File: src/cri_pkg.sv
// Shared types and constants of the Catmull-Rom interpolator.
package cri_pkg;

    // Table read address source
    typedef enum logic [1:0] {
        RD_ZERO  = 2'd0,
        RD_LAST  = 2'd1,
        RD_MID   = 2'd2,
        RD_FETCH = 2'd3
    } t_rd_sel;

    // Division steps
    localparam logic [2:0] DIV_T  = 3'd0;
    localparam logic [2:0] DIV_Q0 = 3'd1;
    localparam logic [2:0] DIV_Q1 = 3'd2;

    // Multiply steps
    localparam logic [2:0] MUL_D0 = 3'd0;
    localparam logic [2:0] MUL_D1 = 3'd1;
    localparam logic [2:0] MUL_T2 = 3'd2;
    localparam logic [2:0] MUL_T3 = 3'd3;
    localparam logic [2:0] MUL_W0 = 3'd4;
    localparam logic [2:0] MUL_W1 = 3'd5;
    localparam logic [2:0] MUL_W2 = 3'd6;
    localparam logic [2:0] MUL_W3 = 3'd7;

    localparam logic [2:0] FETCH_LAST = 3'd4;

    typedef struct packed {
        logic        wr;
        logic        load;
        logic        cap_lo;
        logic        cap_range;
        logic        set_idx;
        logic        srch_upd;
        logic        fetch;
        logic        div_start;
        logic        div_cap;
        logic        mul_issue;
        logic        mul_use;
        logic        finish;
        t_rd_sel     rd_sel;
        logic [2:0]  step;
    } t_cmd;

    typedef struct packed {
        logic in_range;
        logic size_zero;
        logic div_busy;
        logic out_full;
    } t_sts;

endpackage

File: src/cri_ctrl.sv
// Controller state machine sequencing search, fetch, divide and multiply.
module cri_ctrl (
    input  logic           i_clk,
    input  logic           i_rst_n,
    input  logic           i_in_valid,
    input  logic           i_cmd,
    output logic           o_in_ready,
    output cri_pkg::t_cmd  o_cmd_bus,
    input  cri_pkg::t_sts  i_sts
);
    import cri_pkg::*;

    typedef enum logic [10:0] {
        S_IDLE  = 11'b000_0000_0001,
        S_LO    = 11'b000_0000_0010,
        S_CHK   = 11'b000_0000_0100,
        S_SRCH  = 11'b000_0000_1000,
        S_SCMP  = 11'b000_0001_0000,
        S_FETCH = 11'b000_0010_0000,
        S_DIV   = 11'b000_0100_0000,
        S_DWAIT = 11'b000_1000_0000,
        S_MUL   = 11'b001_0000_0000,
        S_MACC  = 11'b010_0000_0000,
        S_DONE  = 11'b100_0000_0000
    } t_state;

    t_state     r_state, n_state;
    logic [2:0] r_step, n_step;

    always_ff @(posedge i_clk) begin
        if (!i_rst_n) begin
            r_state <= S_IDLE;
            r_step  <= '0;
        end else begin
            r_state <= n_state;
            r_step  <= n_step;
        end
    end

    always_comb begin
        n_state    = r_state;
        n_step     = r_step;
        o_in_ready = 1'b0;
        o_cmd_bus  = '0;
        o_cmd_bus.rd_sel = RD_ZERO;
        o_cmd_bus.step   = r_step;
        unique case (r_state)
            S_IDLE: begin
                o_in_ready = 1'b1;
                if (i_in_valid) begin
                    if (i_cmd) begin
                        o_cmd_bus.load = 1'b1;
                        n_state = S_LO;
                    end else begin
                        o_cmd_bus.wr = 1'b1;
                    end
                end
            end
            S_LO: begin
                o_cmd_bus.cap_lo = 1'b1;
                o_cmd_bus.rd_sel = RD_LAST;
                n_state = S_CHK;
            end
            S_CHK: begin
                o_cmd_bus.cap_range = 1'b1;
                n_state = i_sts.in_range ? S_SRCH : S_DONE;
            end
            S_SRCH: begin
                if (i_sts.size_zero) begin
                    o_cmd_bus.set_idx = 1'b1;
                    n_step  = '0;
                    n_state = S_FETCH;
                end else begin
                    o_cmd_bus.rd_sel = RD_MID;
                    n_state = S_SCMP;
                end
            end
            S_SCMP: begin
                o_cmd_bus.srch_upd = 1'b1;
                n_state = S_SRCH;
            end
            S_FETCH: begin
                o_cmd_bus.fetch  = 1'b1;
                o_cmd_bus.rd_sel = RD_FETCH;
                if (r_step == FETCH_LAST) begin
                    n_step  = DIV_T;
                    n_state = S_DIV;
                end else begin
                    n_step = r_step + 1'b1;
                end
            end
            S_DIV: begin
                o_cmd_bus.div_start = 1'b1;
                n_state = S_DWAIT;
            end
            S_DWAIT: begin
                if (!i_sts.div_busy) begin
                    o_cmd_bus.div_cap = 1'b1;
                    if (r_step == DIV_Q1) begin
                        n_step  = MUL_D0;
                        n_state = S_MUL;
                    end else begin
                        n_step  = r_step + 1'b1;
                        n_state = S_DIV;
                    end
                end
            end
            S_MUL: begin
                o_cmd_bus.mul_issue = 1'b1;
                n_state = S_MACC;
            end
            S_MACC: begin
                o_cmd_bus.mul_use = 1'b1;
                if (r_step == MUL_W3) begin
                    n_state = S_DONE;
                end else begin
                    n_step  = r_step + 1'b1;
                    n_state = S_MUL;
                end
            end
            S_DONE: begin
                if (!i_sts.out_full) begin
                    o_cmd_bus.finish = 1'b1;
                    n_state = S_IDLE;
                end
            end
            default: begin
                n_state = S_IDLE;
            end
        endcase
    end

endmodule

File: config.mk
export PLATFORM = sky130hd
export DESIGN_NAME = cri_ctrl
export DESIGN_NICKNAME = d
export VERILOG_FILES = /design/src/cri_pkg.sv /design/src/cri_ctrl.sv
export SDC_FILE = /design/constraint.sdc
export NUM_CORES = 1
export LEC_CHECK = 0
export ABC_CLOCK_PERIOD_IN_PS = 3000
export BUFFER_PORTS_ARGS = -buffer_cell sky130_fd_sc_hd__buf_2
export CORE_UTILIZATION = 50
export DETAILED_ROUTE_END_ITERATION = 7
export PLACE_DENSITY = 0.76
export SLEW_MARGIN = 5
export SYNTH_ARGS = -nofsm -noshare
export SYNTH_HDL_FRONTEND = slang
export SYNTH_SLANG_ARGS = --single-unit
export TNS_END_PERCENT = 20
File: constraint.sdc
create_clock -name i_clk -period 3 [get_ports i_clk]
set_input_delay 0.3 -clock i_clk [delete_from_list [all_inputs] [get_ports i_clk]]
set_output_delay 0.3 -clock i_clk [all_outputs]
set_load 0.02 [all_outputs]
==> results.toml, run 1 <==
[status]
outcome = "complete, no violations"

[synth]
synth.distinct_cells = 38
syn_inst = 127
ys.flop_type = "dfxtp_1"
synth_edf_count = 0
synth_area_leaders = "dfxtp_1, nand2_1, ha_1"
yosysWarnings = 0
syn_area_per_cell_um2 = 8.029
ys_seq_elements = 14
synth_top_area_cell = "dfxtp_1"
synthMuxAreaShare = 0.03926
netlist_area_um2 = 1020
seq_area_frac_synth = 0.2748
synth_xor_area_frac = 0.01718
async_flop_share = 0
synthAdderAreaFrac = 0.04908
synth_top_family_by_area = "simple AND/OR/NAND/NOR gates"
yosysTopAreaCellShare = 0.2748
synth_nets = 139
synth_compound_area_frac = 0.1104
synth-simple-area-share = 0.4356

[critical_path]
path_max_fanout = 9
worstPathArrival_ns = 2.26
crit_type = "reg2out"
endpoint_kind = "output pin"
start_kind = "flop"
cp_data_required_time_ns = 2.70

[cts]
cts-resized-gates = 0
htree_levels = 1
cts_tree = "yes"
post-cts-setup-buffer-count = 0
clk_pin_slew_ns = 0.10
cts.sinks = 14
cts_buffers = 3
clock_latency_ns = 0.28
hold_buffers = 0
cts.path.max_buffers = 2
cts_root_buffer = "clkbuf_4"

[global_route]
grt_pass1_vias = 808
antenna_found_initial = 0
grt.overflow.total = 0
grtUsageTotal = 0.2290
grt_max_degree = 13
grt_pass1_wl_um = 3581

[routing]
dr.pass1.iters = 4
via_per_inst = 5.829
wl_per_cell_um = 13.69
wl_um = 2396
post-route-drc-count = 0
drt_iter0_markers = 47
ant_nets = 0
vias = 1020

[sta]
finalSetupViolations = 0
slew_headroom = 0.5317
hold_viol_final = 0
rsz0062_at_grt = "false"
maxSlewViolCount = 0
worstMarginPinSlew_ns = 0.6961
tns_ns = 0
post-route-period-util = 0.8524
finalCriticalPeriod_ns = 2.557
max_freq_ghz = 0.3911
finClkSkew_ns = 0.003837

[die]
coreArea_um2 = 1821
start_util = 0.5601
die_area_um2 = 2224
rows = 15
io_pins = 26
fp.dieH_um = 47.16
die_x_um = 47.16

[power]
vdd_drop_max_v = 0.0002065
finalPower_mw = 0.4617
p_per_area_nw_per_um2 = 390.5
p_leak_nw = 0.5320

[finish]
nNetsFinal = 163
final_layout_size_suffix_gt1_frac = 0.2667
final_util = 0.6495
seqCellArea_um2 = 280.3
final_cell_count_no_fill = 175
final_cell_mix = "buf_2, nand2_1, dfxtp_1, nor2_1, nand3_1"
layout.cells.most_common = "buf_2"
n_antenna_cell = 0
syn_to_final_growth_pct = 15.95
nFillCells = 180
multi_input_area_um2 = 664.4

[placed_design]
numPortBuffers = 25
dp.cells = 171
place_congestion = 0.8829
dp_hpwl_um = 1907

[job]
cap_viol_max_count = 0

[hold_path]
min_path_type = "in2reg"
-- worst max-delay path, stage by stage, from the launching register on --
cell and delay (ns):
dfxtp_1 0.39, nor4_1 0.66, nand2_1 0.25, or3_1 0.43, nand2_1 0.08, buf_2 0.16
-- layout make-up --
type,count,share of cell area
inverter,8,0.02540
timing repair buffer,27,0.1185
clock buffer,4,0.03069
multi-input combinational,97,0.5619
tap,25,0.02646
sequential,14,0.2370
-- power by group --
group | switching [mW] | internal (mW)
clock | 0.0667 | 0.0738
combinational | 0.0689 | 0.0442
sequential | 0.0158 | 0.192
-- metal layers --
metal  GRT usage  share of wire  wire, µm  vias to the layer above
met5           0              0         0                        -
met4     0.06286          0.012        28                        0
met3     0.02692          0.086       206                        4
met2      0.3778           0.47      1131                       45
met1      0.3142           0.43      1029                      461
li1            -              -         -                      510
-- state kept, by name, summed over array words and instances, names as in the netlist --
register	cells
r_state	11
r_step	3
-- final timing paths --
check	startpoint	to	slack [ns]	cells past startpoint
worst max-delay path	r_state[4]	o_cmd_bus[4]	0.44	5
worst min-delay path	i_sts[2]	r_state[5]	0.31	3
worst min register to register	r_step[2]	r_step[2]	0.51	2
worst max register to register	r_state[0]	r_step[0]	0.83	5
-- cell families after synthesis --
kind of cell	after synthesis
AOI/OAI and AO/OA	12
xor gates and xnor gates	2
muxes	4
and+or+nand+nor	75
buffers and inverters	16
adders and majority gates	4
DFF	14
-- per-stage QoR --
stage / cell area, µm² / hold slack (ns) / setup slack (ns)
finish: 1182 / 0.3125 / 0.4428
global route: 1182 / 0.3386 / 0.3447
CTS: 1182 / 0.3098 / 0.4720
detailed placement: 1146 / 0.4945 / 0.8147
global placement: 1146 / 0.4767 / 0.8896
floorplan: 1020 / 0.4417 / 0.5956
-- Yosys cell counts, types with 3 or more instances --
library cell,n
dfxtp_1,14
nand2_1,15
nor4b_1,3
and2_1,4
and3_1,3
nor2_1,10
buf_2,3
nand3_1,9
a21oi_1,3
nand4_1,4
inv_1,8
clkbuf_1,3
mux2i_1,4
nor3_1,6
ha_1,4
nand2b_1,4
nor4_1,6
Note: power is estimated with default switching activity, not from simulation.
==> run 2: changes to the inputs <==
Settings changed: ABC_CLOCK_PERIOD_IN_PS 3000 to 2300, CORE_UTILIZATION 50 to 47, PLACE_DENSITY 0.76 to 0.75.
Clock period 3 ns to 2.3 ns, I/O delays scaled along.
==> run 2 against run 1 <==
Against the previous run:
- via count rose by 4.1%
- worst setup slack got worse by 0.33 ns
- utilization fell by 4.3 points
- clock power barely moved
- register-to-register slack got worse by 0.62 ns
- cell area rose by 2.6%
- power rose by 24%
- non-clock buffer count rose by 4
- die area rose by 6.1%
- hold slack got worse by 0.052 ns
- critical endpoint is now o_cmd_bus[15]
==> results.toml, run 2 (synthesis gave the netlist of run 1 again) <==
[die]
rows = 16
io_pins = 26
die_x_um = 48.58
coreArea_um2 = 2002
die_area_um2 = 2360
start_util = 0.5094
fp.dieH_um = 48.58

[global_route]
grt_pass1_vias = 962
grt.overflow.total = 0
grt_pass1_wl_um = 4333
antenna_found_initial = 0
grtUsageTotal = 0.2402
grt_max_degree = 13

[cts]
cts_root_buffer = "clkbuf_4"
clk_pin_slew_ns = 0.08
cts.sinks = 14
cts.path.max_buffers = 2
cts_tree = "yes"
cts_buffers = 3
clock_latency_ns = 0.28
htree_levels = 1
post-cts-setup-buffer-count = 0

[sta]
maxSlewViolCount = 0
hold_viol_final = 0
tns_ns = 0
finClkSkew_ns = 0.004754
holdWs_ns = 0.2603
finalSetupViolations = 0
slew_headroom = 0.6693
finalCriticalPeriod_ns = 2.183
max_freq_ghz = 0.4580
rsz0062_at_grt = "false"
worstMarginPinSlew_ns = 0.4922
post-route-period-util = 0.9492

[power]
switching_share = 0.3406
vdd_drop_max_v = 0.0003467
p_leak_nw = 0.5473
p_int_mw = 0.3761
finalPower_mw = 0.5704
clkPwrFrac = 0.241
seqPwrFrac = 0.480
p_switching_mw = 0.1943
p_per_area_nw_per_um2 = 470.0
comb_power_share = 0.278

[routing]
wl_um = 2584
ant_nets = 0
vias = 1062
drt_iter0_markers = 23
via_per_inst = 5.900
wl_per_cell_um = 14.36
dr.pass1.iters = 4
post-route-drc-count = 0

[status]
outcome = "complete, no violations"

[finish]
layout.cells.most_common = "buf_2"
final_layout_size_suffix_gt1_frac = 0.3007
final_util = 0.6063
n_antenna_cell = 0
final_cell_mix = "buf_2, nand2_1, dfxtp_1, nor2_1, nand3_1"
syn_to_final_growth_pct = 19.02
largest_reg_flops = 11
nNetsFinal = 167
reg.largest.list = "r_state (11), r_step (3)"
largest_register = "r_state"
nFillCells = 202

[critical_path]
cpMaxStageDelayCell = "or4b_2"
worstPathArrival_ns = 1.95
rrSetupSlack_ns = 0.21
crit_type = "reg2out"
path_cells = "or4b_2 > nor3_2 > and3_1 > buf_2"
endpoint_kind = "output pin"
cpPeakStageDelay_ns = 0.73
path_max_fanout = 8
crit_family = "simple AND/OR/NAND/NOR gates"
start_kind = "flop"
path_buf_inv = 1
cp_data_required_time_ns = 2.07

[hold_path]
min_path_type = "in2reg"

[placed_design]
place_congestion = 0.9112
numPortBuffers = 25
dp_hpwl_um = 2030

[job]
cap_viol_max_count = 0
-- run 2: cell count changes in the layout (fill, tap and decap cells not counted), sizes merged --
cell and change:
buf +4, clkbuf -1
-- run 2: stage by stage --
| stage | setup slack [ns] | cell area [µm²] | std cells |
|---|---|---|---|
| after detailed placement | 0.2221 | 1184 | 177 |
| after global placement | 0.2861 | 1184 | 177 |
| after floorplan | 0.1983 | 1025 | 127 |
| after global routing | 0.03211 | 1214 | 180 |
| after CTS | 0.08195 | 1206 | 180 |
| final | 0.1167 | 1214 | 180 |
-- run 2: path summary, 6_finish.rpt --
check        startpoint             to  cells after the start
max          r_state[2]  o_cmd_bus[15]                      4
min reg2reg   r_step[0]      r_step[0]                      2
max reg2reg  r_state[4]      r_step[1]                      5
min            i_sts[2]     r_state[4]                      3
-- run 2: cell type report --
class | instances | area, µm² | share of cell area
clock buffers | 3 | 22.52 | 0.01856
repair buffers | 31 | 170.2 | 0.1402
well taps | 27 | 33.78 | 0.02784
inverters | 8 | 30.03 | 0.02474
multi-input cells | 97 | 675.6 | 0.5567
flip-flops and latches | 14 | 281.5 | 0.2320
-- run 2: tightest hold or removal path, cell delays in order --
cell and delay (ns):
buf_2 0.09, or3_1 0.12, nor2_1 0.05
-- run 2: timing repair --
item / 4_1_cts / 5_1_grt
resized for setup: 0 / 2
hold buffers: 0 / 0
setup endpoints to repair: 0 / 4
-- run 2: power groups by stage --
stage          sequential [mW]  clock [mW]  combinational, mW
2_1_floorplan            0.258           0              0.125
3_3_place_gp             0.276           0              0.154
3_5_place_dp             0.278           0              0.157
4_1_cts                  0.272       0.140              0.157
5_1_grt                  0.276       0.154              0.172
6_report                 0.274       0.138              0.159
-- run 2: layer usage --
| layer | GRT usage | wire length, µm | vias to the layer above |
|---|---|---|---|
| li1 | - | - | 506 |
| met1 | 0.2860 | 1090 | 497 |
| met2 | 0.3991 | 1257 | 52 |
| met3 | 0.05031 | 183 | 7 |
| met4 | 0.1373 | 53 | 0 |
| met5 | 0 | 0 | - |
==> run 3: changes to the inputs <==
Settings changed: ABC_CLOCK_PERIOD_IN_PS 2300 to 1790.
Clock period 2.3 ns to 1.79 ns, I/O delays scaled along.
==> run 3 against run 2 <==
Against the previous run:
- the flow now finishes with violations (setup timing)
- first-iteration DRC count increased to 3.3 times the previous value
- via count increased by 42%
- clock skew decreased by 0.0030 ns
- flip-flop and latch count unchanged
- clock power increased by 77%
==> results.toml, run 3 (synthesis gave the netlist of run 1 again) <==
[routing]
wl_per_cell_um = 23.44
ant_nets = 0
dr.pass1.iters = 4
vias = 1506
drt_iter0_markers = 76
post-route-drc-count = 0
wl_um = 5367
via_per_inst = 6.576

[critical_path]
start_kind = "flop"
worstPathArrival_ns = 2.00
r2r-start = "r_state[5]"
cp-startpoint = "r_state[2]"
r2r_end = "r_step[0]"
endpoint_kind = "output pin"
crit_type = "reg2out"
path_max_fanout = 4
cp_data_required_time_ns = 1.61
cp-endpoint = "o_cmd_bus[15]"
rrSetupSlack_ns = -0.30
r2r_cells = 5

[sta]
rsz0062_at_grt = "true"
maxSlewViolCount = 0
worstMarginPinSlew_ns = 0.4236
hold_viol_final = 0
holdWs_ns = 0.2929
layout_setup_ws_ns = -0.3848
post-route-period-util = 1.215
slew_headroom = 0.7136
finalSetupViolations = 29
finClkSkew_ns = 0.001777
max_freq_ghz = 0.4598
finalCriticalPeriod_ns = 2.175

[cts]
htree_levels = 1
clk_pin_slew_ns = 0.10
cts.sinks = 14
clock_latency_ns = 0.29
cts.path.max_buffers = 2
cts_tree = "yes"
cts_root_buffer = "clkbuf_4"
cts_buffers = 3

[die]
coreArea_um2 = 2002
die_x_um = 48.58
die_area_um2 = 2360
fp.dieH_um = 48.58
io_pins = 26
start_util = 0.5094
rows = 16

[status]
outcome = "finished, violations left"
failed_checks = "setup timing"

[finish]
stdcell_area_um2 = 1896
largest_register = "r_state"
final_layout_size_suffix_gt1_frac = 0.6139
nNetsFinal = 215
layout.cells.most_common = "buf_4"
reg.largest.list = "r_state (11), r_step (3)"
largest_reg_flops = 11
syn_to_final_growth_pct = 85.89
n_antenna_cell = 0
final_cell_count_no_fill = 229
final_cell_mix = "buf_4, buf_6, buf_2, nand2_1"

[global_route]
grtUsageTotal = 0.3360
grt.overflow.total = 0
grt_max_degree = 13
grt_pass1_vias = 1296
grt_pass1_wl_um = 6134
antenna_found_initial = 0

[placed_design]
dp_hpwl_um = 2401
place_congestion = 0.9215
dp.cells = 212
numPortBuffers = 25
placed_area_um2 = 1511

[power]
vdd_drop_max_v = 0.0005264
p_leak_nw = 0.8616
p_per_area_nw_per_um2 = 536.6

[job]
cap_viol_max_count = 0

[hold_path]
min_path_type = "in2reg"
[run 3: cell types whose count changed in the layout (fill, tap and decap cells not counted), moves of 5 or more]
cell | before | now
buf_4 | 6 | 48
nor4_4 | 0 | 5
dfxtp_2 | 1 | 6
buf_6 | 0 | 18
nand2_1 | 15 | 10
buf_2 | 25 | 13
dfxtp_1 | 13 | 4
[run 3: per-stage QoR]
step	total power, mW	util	TNS [ns]	setup WS, ns
6_report	1.017	0.9469	-4.904	-0.3848
3_5_place_dp	0.6403	0.7550	-0.6627	-0.1432
4_1_cts	0.9206	0.8613	-2.582	-0.2301
3_3_place_gp	0.6342	0.7550	-0.2954	-0.07751
2_1_floorplan	0.5214	-	-0.7923	-0.1306
5_1_grt	1.037	0.9469	-5.751	-0.4218
[run 3: what timing repair did]
action / 4_1_cts / 5_1_grt
pin swaps: 8 / 13
setup buffers: 7 / 6
setup endpoints to repair: 24 / 27
hold buffers: 0 / 0
gates resized for setup: 37 / 32
[run 3: power breakdown]
part           internal, mW  switching [mW]  total (mW)
combinational         0.196           0.238       0.435
clock                 0.124           0.120       0.244
sequential            0.319          0.0193       0.338
[run 3: layout make-up]
cell class                      instances  area, µm²
Clock buffer                            4      36.28
Fill cell                              56      106.4
Inverter                                8      30.03
Multi-Input combinational cell         97      864.6
Sequential cell                        14      302.8
Tap cell                               27      33.78
Timing Repair Buffer                   79      628.1
[run 3: metal layers]
metal	routed length, µm	share of wire	track usage
met1	1984	0.37	0.4147
met2	2408	0.45	0.5751
met3	592	0.11	0.03459
met4	382	0.071	0.1765
met5	0	0	0
[run 3: worst max-delay path, stage by stage, from the launching register on]
cell,delay [ns]
dfxtp_2,0.36
buf_6,0.12
or4b_4,0.56
nor3_4,0.27
and3_1,0.26
buf_6,0.14
[run 3: worst min-delay path by stage]
stage          startpoint           to  slack, ns  cells past startpoint
6_report          i_rst_n  r_state[10]       0.29                      2
5_1_grt           i_rst_n  r_state[10]       0.29                      2
4_1_cts          i_sts[2]   r_state[5]       0.20                      3
3_5_place_dp    r_step[0]    r_step[0]       0.49                      2
3_3_place_gp    r_step[0]    r_step[0]       0.49                      2
2_1_floorplan     i_rst_n   r_state[0]       0.32                      2
